### src/shbr_pkg.sv
// Shared types and constants for the stream half-buffer refill controller.
// Used by every module of the block; depends on nothing.
package shbr_pkg;

    // Default values for the top-level parameters
    localparam int STREAMS_DEF         = 16;
    localparam int RING_SAMPLES_DEF    = 32768;
    localparam int READ_BYTES_MONO_DEF = 8192;

    // Stream bus widths (tdata padded to whole bytes)
    localparam int IN_DATA_W  = 104;
    localparam int IN_USER_W  = 2;
    localparam int OUT_DATA_W = 80;

    // Item kinds carried on s_tuser
    localparam logic [1:0] KIND_POLL  = 2'd0;
    localparam logic [1:0] KIND_START = 2'd1;
    localparam logic [1:0] KIND_STOP  = 2'd2;

    // Fields of one input transaction
    typedef struct packed {
        logic [1:0]  kind;
        logic [3:0]  stream_index;
        logic [15:0] left_pos;
        logic [31:0] left_version;
        logic [23:0] total_samples_in;
        logic        loop_in;
        logic        stereo_in;
        logic [24:0] start_offset;
    } item_t;

    // Per-stream context
    typedef struct packed {
        logic        active;
        logic [24:0] played;
        logic [23:0] total;
        logic [24:0] byte_offset;
        logic        upper_next;
        logic        first_pending;
        logic        loops;
        logic        two_channel;
        logic [31:0] expected_version;
    } slot_t;

    // Fields of one result transaction
    typedef struct packed {
        logic        skipped;
        logic        fill_lower;
        logic        fill_upper;
        logic        fill_right_too;
        logic        fetch;
        logic [24:0] fetch_offset;
        logic [14:0] fetch_size;
        logic        stop_channels;
        logic        start_channels;
        logic [31:0] new_version;
    } result_t;

    // Context write request from the update logic to the slot store
    typedef struct packed {
        logic  wr_en;
        slot_t data;
    } slot_wr_t;

endpackage

### src/shbr_slot_state.sv
// Per-stream context store: one register set per stream slot.
// Depends on shbr_pkg for slot_t and slot_wr_t.
module shbr_slot_state #(
    parameter int STREAMS = shbr_pkg::STREAMS_DEF
) (
    input  logic                clk,
    input  logic                rst_n,
    input  logic [3:0]          stream_index,
    input  shbr_pkg::slot_wr_t  wr,
    output shbr_pkg::slot_t     rd_slot
);

    localparam int IDX_W = (STREAMS > 1) ? $clog2(STREAMS) : 1;

    shbr_pkg::slot_t slot_reg [STREAMS];

    logic [7:0]       index_ext;
    logic [IDX_W-1:0] idx;

    assign index_ext = 8'(stream_index);
    assign idx       = index_ext[IDX_W-1:0];

    // Read port for the slot addressed by the current item
    assign rd_slot = slot_reg[idx];

    // Context registers, cleared on reset
    always_ff @(posedge clk or negedge rst_n)
    begin
        if (!rst_n)
        begin
            for (int i = 0; i < STREAMS; i++)
            begin
                slot_reg[i] <= '0;
            end
        end
        else if (wr.wr_en)
        begin
            slot_reg[idx] <= wr.data;
        end
    end

endmodule

### src/shbr_update.sv
// Single-pass decision logic: poll, start and stop handling for one slot.
// Depends on shbr_pkg for item, slot, result and write types.
module shbr_update #(
    parameter int STREAMS         = shbr_pkg::STREAMS_DEF,
    parameter int RING_SAMPLES    = shbr_pkg::RING_SAMPLES_DEF,
    parameter int READ_BYTES_MONO = shbr_pkg::READ_BYTES_MONO_DEF
) (
    input  shbr_pkg::item_t    item,
    input  shbr_pkg::slot_t    slot,
    output shbr_pkg::slot_wr_t wr,
    output shbr_pkg::result_t  res
);

    localparam int          HALF        = RING_SAMPLES / 2;
    localparam logic [16:0] HALF17      = 17'(HALF);
    localparam logic [24:0] HALF25      = 25'(HALF);
    localparam logic [26:0] HALF27      = 27'(HALF);
    localparam logic [26:0] RING27      = 27'(2 * HALF);
    localparam logic [24:0] SIZE_MONO25 = 25'(READ_BYTES_MONO);
    localparam logic [24:0] SIZE_ST25   = 25'(2 * READ_BYTES_MONO);
    localparam logic [14:0] SIZE_MONO15 = 15'(READ_BYTES_MONO);
    localparam logic [14:0] SIZE_ST15   = 15'(2 * READ_BYTES_MONO);

    logic        in_range;
    logic        skip;
    logic [16:0] pos17;
    logic [15:0] logical;
    logic [26:0] extra;
    logic        room_fill;
    logic        room_read;
    logic [24:0] p;
    logic [24:0] off;
    logic        fill;
    logic        do_fetch;

    assign in_range = 32'(item.stream_index) < 32'(STREAMS);
    assign skip     = !in_range || !slot.active
                      || (slot.expected_version != item.left_version);
    assign pos17    = 17'(item.left_pos);
    assign logical  = (pos17 > HALF17) ? 16'(pos17 - HALF17) : item.left_pos;
    assign extra    = slot.first_pending ? 27'd0 : HALF27;

    // Room left in the clip for another half and for a further read
    assign room_fill = (27'(slot.played) + HALF27 + extra) < 27'(slot.total);
    assign room_read = (27'(slot.played) + RING27 + extra) < 27'(slot.total);

    always_comb
    begin
        res      = '0;
        wr.wr_en = 1'b0;
        wr.data  = slot;
        p        = slot.played;
        off      = slot.byte_offset;
        fill     = 1'b0;
        do_fetch = 1'b0;

        unique case (item.kind)
            shbr_pkg::KIND_POLL:
            begin
                if (skip)
                begin
                    res.skipped = 1'b1;
                end
                else
                begin
                    wr.wr_en = 1'b1;
                    // Half boundary crossings
                    if ((pos17 >= HALF17) && !slot.upper_next)
                    begin
                        wr.data.upper_next = 1'b1;
                        if (room_fill)
                        begin
                            res.fill_lower = 1'b1;
                            fill           = 1'b1;
                            do_fetch       = room_read;
                        end
                        p = p + HALF25;
                    end
                    else if ((pos17 < HALF17) && slot.upper_next)
                    begin
                        wr.data.upper_next = 1'b0;
                        if (room_fill)
                        begin
                            res.fill_upper = 1'b1;
                            fill           = 1'b1;
                            do_fetch       = room_read;
                        end
                        if (slot.first_pending)
                        begin
                            wr.data.first_pending = 1'b0;
                        end
                        else
                        begin
                            p = p + HALF25;
                        end
                    end
                    if (fill)
                    begin
                        res.fill_right_too = slot.two_channel;
                    end

                    // End of clip: loop back or stop
                    if ((26'(p) + 26'(logical)) > 26'(slot.total))
                    begin
                        if (slot.loops)
                        begin
                            off = '0;
                            p   = '0;
                        end
                        else
                        begin
                            res.stop_channels = 1'b1;
                            wr.data.active    = 1'b0;
                            do_fetch          = 1'b0;
                        end
                    end
                    wr.data.played = p;

                    // Queue the next read and advance the file offset
                    if (do_fetch)
                    begin
                        res.fetch        = 1'b1;
                        res.fetch_offset = off;
                        res.fetch_size   = slot.two_channel ? SIZE_ST15 : SIZE_MONO15;
                        off = off + (slot.two_channel ? SIZE_ST25 : SIZE_MONO25);
                    end
                    wr.data.byte_offset = off;
                end
            end

            shbr_pkg::KIND_START:
            begin
                if (in_range)
                begin
                    wr.wr_en                 = 1'b1;
                    wr.data.active           = 1'b1;
                    wr.data.total            = item.total_samples_in;
                    wr.data.played           = '0;
                    wr.data.upper_next       = 1'b1;
                    wr.data.first_pending    = 1'b1;
                    wr.data.loops            = item.loop_in;
                    wr.data.two_channel      = item.stereo_in;
                    wr.data.byte_offset      = item.start_offset;
                    wr.data.expected_version = slot.expected_version + 32'd1;
                    res.start_channels       = 1'b1;
                    res.new_version          = slot.expected_version + 32'd1;
                end
            end

            shbr_pkg::KIND_STOP:
            begin
                if (in_range && slot.active)
                begin
                    wr.wr_en          = 1'b1;
                    wr.data.active    = 1'b0;
                    res.stop_channels = 1'b1;
                end
            end

            default:
            begin
                res = '0;
            end
        endcase
    end

endmodule

### src/stream_half_buffer_refill.sv
// Top level of the stream half-buffer refill controller; uses shbr_pkg,
// shbr_slot_state and shbr_update.
// Each accepted transaction is decided and registered in the output register when that is
// free or drains; m_tready low holds it in the input register. Throughput: one item per
// cycle unless m_tready stalls; the slot context commits with the result register.
// Reset: asynchronous, active low; clears all stream contexts and both valid flags.
module stream_half_buffer_refill #(
    parameter int STREAMS         = shbr_pkg::STREAMS_DEF,
    parameter int RING_SAMPLES    = shbr_pkg::RING_SAMPLES_DEF,
    parameter int READ_BYTES_MONO = shbr_pkg::READ_BYTES_MONO_DEF
) (
    input  logic                            clk,
    input  logic                            rst_n,
    input  logic                            s_tvalid,
    output logic                            s_tready,
    // kind[1:0]
    input  logic [shbr_pkg::IN_USER_W-1:0]  s_tuser,
    // stream_index[3:0], left_pos[19:4], left_version[51:20],
    // total_samples_in[75:52], loop_in[76], stereo_in[77], start_offset[102:78], pad[103]
    input  logic [shbr_pkg::IN_DATA_W-1:0]  s_tdata,
    output logic                            m_tvalid,
    input  logic                            m_tready,
    // skipped[0], fill_lower[1], fill_upper[2], fill_right_too[3], fetch[4],
    // fetch_offset[29:5], fetch_size[44:30], stop_channels[45], start_channels[46],
    // new_version[78:47], pad[79]
    output logic [shbr_pkg::OUT_DATA_W-1:0] m_tdata
);

    logic               in_valid_reg;
    shbr_pkg::item_t    in_item_reg;
    logic               out_valid_reg;
    shbr_pkg::result_t  out_res_reg;

    logic               advance;
    shbr_pkg::item_t    item_in;
    shbr_pkg::slot_t    rd_slot;
    shbr_pkg::slot_wr_t upd_wr;
    shbr_pkg::slot_wr_t slot_wr;
    shbr_pkg::result_t  upd_res;

    // Unpack the incoming transaction
    assign item_in.kind             = s_tuser;
    assign item_in.stream_index     = s_tdata[3:0];
    assign item_in.left_pos         = s_tdata[19:4];
    assign item_in.left_version     = s_tdata[51:20];
    assign item_in.total_samples_in = s_tdata[75:52];
    assign item_in.loop_in          = s_tdata[76];
    assign item_in.stereo_in        = s_tdata[77];
    assign item_in.start_offset     = s_tdata[102:78];

    // Handshake: the held item moves on whenever the output register is free or drained
    assign advance  = in_valid_reg && (!out_valid_reg || m_tready);
    assign s_tready = !in_valid_reg || advance;

    // Input register
    always_ff @(posedge clk or negedge rst_n)
    begin
        if (!rst_n)
        begin
            in_valid_reg <= 1'b0;
        end
        else if (s_tready)
        begin
            in_valid_reg <= s_tvalid;
        end
    end

    always_ff @(posedge clk)
    begin
        if (s_tready && s_tvalid)
        begin
            in_item_reg <= item_in;
        end
    end

    shbr_slot_state #(
        .STREAMS (STREAMS)
    ) u_slot_state (
        .clk          (clk),
        .rst_n        (rst_n),
        .stream_index (in_item_reg.stream_index),
        .wr           (slot_wr),
        .rd_slot      (rd_slot)
    );

    shbr_update #(
        .STREAMS         (STREAMS),
        .RING_SAMPLES    (RING_SAMPLES),
        .READ_BYTES_MONO (READ_BYTES_MONO)
    ) u_update (
        .item (in_item_reg),
        .slot (rd_slot),
        .wr   (upd_wr),
        .res  (upd_res)
    );

    // Context is committed only when the result is registered
    always_comb
    begin
        slot_wr       = upd_wr;
        slot_wr.wr_en = upd_wr.wr_en && advance;
    end

    // Output register
    always_ff @(posedge clk or negedge rst_n)
    begin
        if (!rst_n)
        begin
            out_valid_reg <= 1'b0;
        end
        else if (advance)
        begin
            out_valid_reg <= 1'b1;
        end
        else if (m_tready)
        begin
            out_valid_reg <= 1'b0;
        end
    end

    always_ff @(posedge clk)
    begin
        if (advance)
        begin
            out_res_reg <= upd_res;
        end
    end

    assign m_tvalid = out_valid_reg;
    assign m_tdata  = {1'b0,
                       out_res_reg.new_version,
                       out_res_reg.start_channels,
                       out_res_reg.stop_channels,
                       out_res_reg.fetch_size,
                       out_res_reg.fetch_offset,
                       out_res_reg.fetch,
                       out_res_reg.fill_right_too,
                       out_res_reg.fill_upper,
                       out_res_reg.fill_lower,
                       out_res_reg.skipped};

endmodule

### config.mk
export PLATFORM = sky130hd
export DESIGN_NAME = stream_half_buffer_refill
export DESIGN_NICKNAME = d
export VERILOG_FILES = /design/src/shbr_pkg.sv /design/src/shbr_slot_state.sv /design/src/shbr_update.sv /design/src/stream_half_buffer_refill.sv
export SDC_FILE = /design/constraint.sdc
export NUM_CORES = 2
export LEC_CHECK = 0
export BUFFER_PORTS_ARGS = -buffer_cell sky130_fd_sc_hd__clkbuf_2
export CORE_UTILIZATION = 29
export CTS_CLUSTER_DIAMETER = 40
export CTS_CLUSTER_SIZE = 20
export DETAILED_ROUTE_END_ITERATION = 6
export MAX_ROUTING_LAYER = met4
export RECOVER_POWER = 100
export SYNTH_ARGS = -nofsm -noshare
export SYNTH_HDL_FRONTEND = slang
export SYNTH_SLANG_ARGS = --single-unit
### constraint.sdc
create_clock -name clk -period 18.94 [get_ports clk]
set_clock_uncertainty 0.1 [all_clocks]
set_input_delay 0.947 -clock clk [delete_from_list [all_inputs] [get_ports clk]]
set_output_delay 0.947 -clock clk [all_outputs]
set_load 0.03 [all_outputs]
==> impl_metrics.yaml <==
synth:
  syn_area_um2: 89000
  synth_top_cell_area_share_pct: 50.0
  ys_async_sr_fraction_pct: 91.2
  yosysTopAreaCell: "dfrtp_1"
  ys.flop_type: "dfrtp_1"
  yosys_warnings: 0
  synth_edf_count: 171
  netlist_top_cells_count: "1778 x dfrtp_1, 949 x nand2_1, 863 x nor2_1"
  ys_seq_area_share_pct: 55.8
  synthTopCellsByArea: "dfrtp_1 50%, mux4_2 13%, edfxtp_1 5.8%"
  avgSynthCellArea_um2: 11.7
  syn_inst: 7621
  synth_cell_types: 105
  synth.most_common_cell: "dfrtp_1"
  ys_ff_latch: 1949
setup_path:
  cp_slowest_cell: "clkbuf_1"
  crit_path_max_incr_delay_ns: 2.02
  end_kind: "flop"
  r2r_start: "in_item_reg[99]$_DFFE_PP_"
  crit_required_ns: 19.43
  worstSetupPathDepth: 34
  cp_common_cell: "nand3_1"
  reg2reg_to: "u_slot_state.slot_reg[281]$_DFFE_PN0P_"
  critPathLaunchType: "flop"
  r2r_slack_ns: 3.96
  critPathTopFamily: "compound AO/OA/AOI/OAI gates"
  cp_max_fo: 89
  cp_num_buf_inv: 6
  ff2ff_path_depth: 34
  critPathKind: "flop to flop"
  crit_arrival_ns: 15.47
die:
  initial_core_util_pct: 29.1
  dieArea_um2: 309000
  die_x_um: 556
  rows: 203
  core_um2: 306000
  die_y_um: 556
  io_pins: 192
hold_path:
  hold_end: "in_item_reg[103]$_DFFE_PP_"
  min_path_type: "input pin to flop"
  hold_path_depth: 1
  hold_path.startpoint: "s_tuser[0]"
drt:
  first_pass_iters: 6
  dr_total_vias: 61600
  viasPerCell: 5.17
  finalWirelength_mm: 265
  drt_iter0_drc: 6281
  drc: 0
  ant_nets: 0
  wl_per_cell_um: 22.2
clock_tree:
  ctsResizeCount: 0
  hold_buffers: 0
  clkSlewWorstSetupHoldPaths_ns: 0.06
  clk_latency_ns: 0.88
  numCtsBuffers: 293
  cts.sinks: 1949
  htreeDepth: 5
  clock-root-buffer: "clkbuf_16"
  post_cts_buffers: 0
  ctsLongestPathBuffers: 4
  cts_tree: "done"
global_route:
  grt_max_degree: 160
  grt_overflow_total: 0
  grt_pass1_vias: 63000
  antenna_found_initial: 9
  grt_pass1_wl_mm: 400
  grt_use_total_pct: 17.5
run:
  cap_violations: 54
sta:
  hold_violations: 0
  timing.fmax_mhz: 66.8
  tns_ns: 0
  rsz0062_at_grt: "false"
  min_period_ns: 14.98
  finalMaxSlewViolations: 2741
  fin_crit_sh_pct: 79.1
  setup_violations: 0
  maxSlewHeadroom_pct: -411
  worst_slew_pin_slew_ns: 7.66
final_layout:
  final_layout_size_suffix_gt1_share_pct: 19.0
  nNetsFinal: 7765
  syn_to_final_growth_pct: 15.6
  final_util_pct: 33.7
  largest_register_ffs: 1776
placed_design:
  routabilityCongestion: 0.907
  dp_hpwl_mm: 155
  portBuffers: 176
power_and_ir_drop:
  powerDensity_nw_per_um2: 118
  ir_drop_v: 0.0000732
  total_leakage_power_nw: 43.7
outcome:
  violations: "max-capacitance violations, max-slew violations"
  outcome: "complete, but fails checks"
[placed cells by master, fill, tap and decap left out, types with 33 or more instances in the layout]
cell type / count
a21oi_1: 745
a22oi_1: 40
a31oi_1: 38
buf_4: 59
bufinv_16: 33
clkbuf_1: 168
clkbuf_16: 301
clkbuf_2: 73
dfrtp_1: 1778
edfxtp_1: 171
ha_1: 83
inv_1: 57
inv_6: 42
mux2_2: 241
mux2i_1: 51
mux4_2: 531
nand2_1: 947
nand3_1: 36
nor2_1: 862
nor3_1: 35
o21ai_0: 849
xnor2_1: 95
xor2_1: 45
[how the worst max path moves through the flow]
stage / to / slack [ns] / start
after CTS: u_slot_state.slot_reg[1611]$_DFFE_PN0P_ / 6.64 / in_item_reg[100]$_DFFE_PP_
after detailed placement: u_slot_state.slot_reg[1611]$_DFFE_PN0P_ / 6.66 / in_item_reg[100]$_DFFE_PP_
final: u_slot_state.slot_reg[281]$_DFFE_PN0P_ / 3.96 / in_item_reg[99]$_DFFE_PP_
after floorplan: u_slot_state.slot_reg[1052]$_DFFE_PN0P_ / 9.08 / in_item_reg[99]$_DFFE_PP_
after global placement: u_slot_state.slot_reg[1167]$_DFFE_PN0P_ / 6.65 / in_item_reg[100]$_DFFE_PP_
after global routing: u_slot_state.slot_reg[497]$_DFFE_PN0P_ / 3.05 / in_item_reg[99]$_DFFE_PP_
[metrics by stage]
step                      setup slack (ns)  area (um^2)  instances  hold WS, ns  power [mW]
after floorplan                       9.08        89000       7634        0.345        6.08
after global placement                6.65        93200      11400        0.356        6.52
after detailed placement              6.66        93200      11400        0.364        6.61
after CTS                             6.64       104000      11900       0.0103        12.3
after global routing                  3.05       103000      11900        0.113        12.7
final                                 3.96       103000      11900        0.145        12.2
[cell families (layout without fill, tap and decap cells)]
logic type | Yosys count | count (layout) | share of synthesized area (%)
AO/OA/AOI/OAI | 1800 | 1800 | 10.8
XOR/XNOR | 140 | 140 | 1.38
adder cells (fa/ha/maj) | 85 | 85 | 1.21
buffers and inverters | 709 | 881 | 3.62
flip-flops | 1949 | 1949 | 55.8
multiplexers | 828 | 828 | 17.1
other | 1 | 24 | 0.00421
AND/OR/NAND/NOR | 2109 | 2109 | 10.0
[power breakdown]
part | switching (mW) | internal [mW]
sequential | 0.254 | 4.69
combinational | 0.959 | 0.632
clock | 2.14 | 3.50
total | 3.35 | 8.83
[metal layers]
layer | vias to the layer above | share of wire (%) | global-route usage, %
met5 | - | 0 | -
met4 | 0 | 3.5 | 6.19
met3 | 535 | 7.3 | 2.78
met2 | 2402 | 47 | 27.4
met1 | 31700 | 42 | 22.9
li1 | 27000 | - | -
[cell type report]
class,instances,area [um^2]
flip-flops and latches,1949,49600
fillers,30000,203000
multi-input cells,4976,36000
diodes,10,25.0
repair buffers,291,1580
well taps,4100,5130
inverters,59,223
clock buffers,340,7870
clock inverters,191,2400
(Power assumes the default switching activity.)
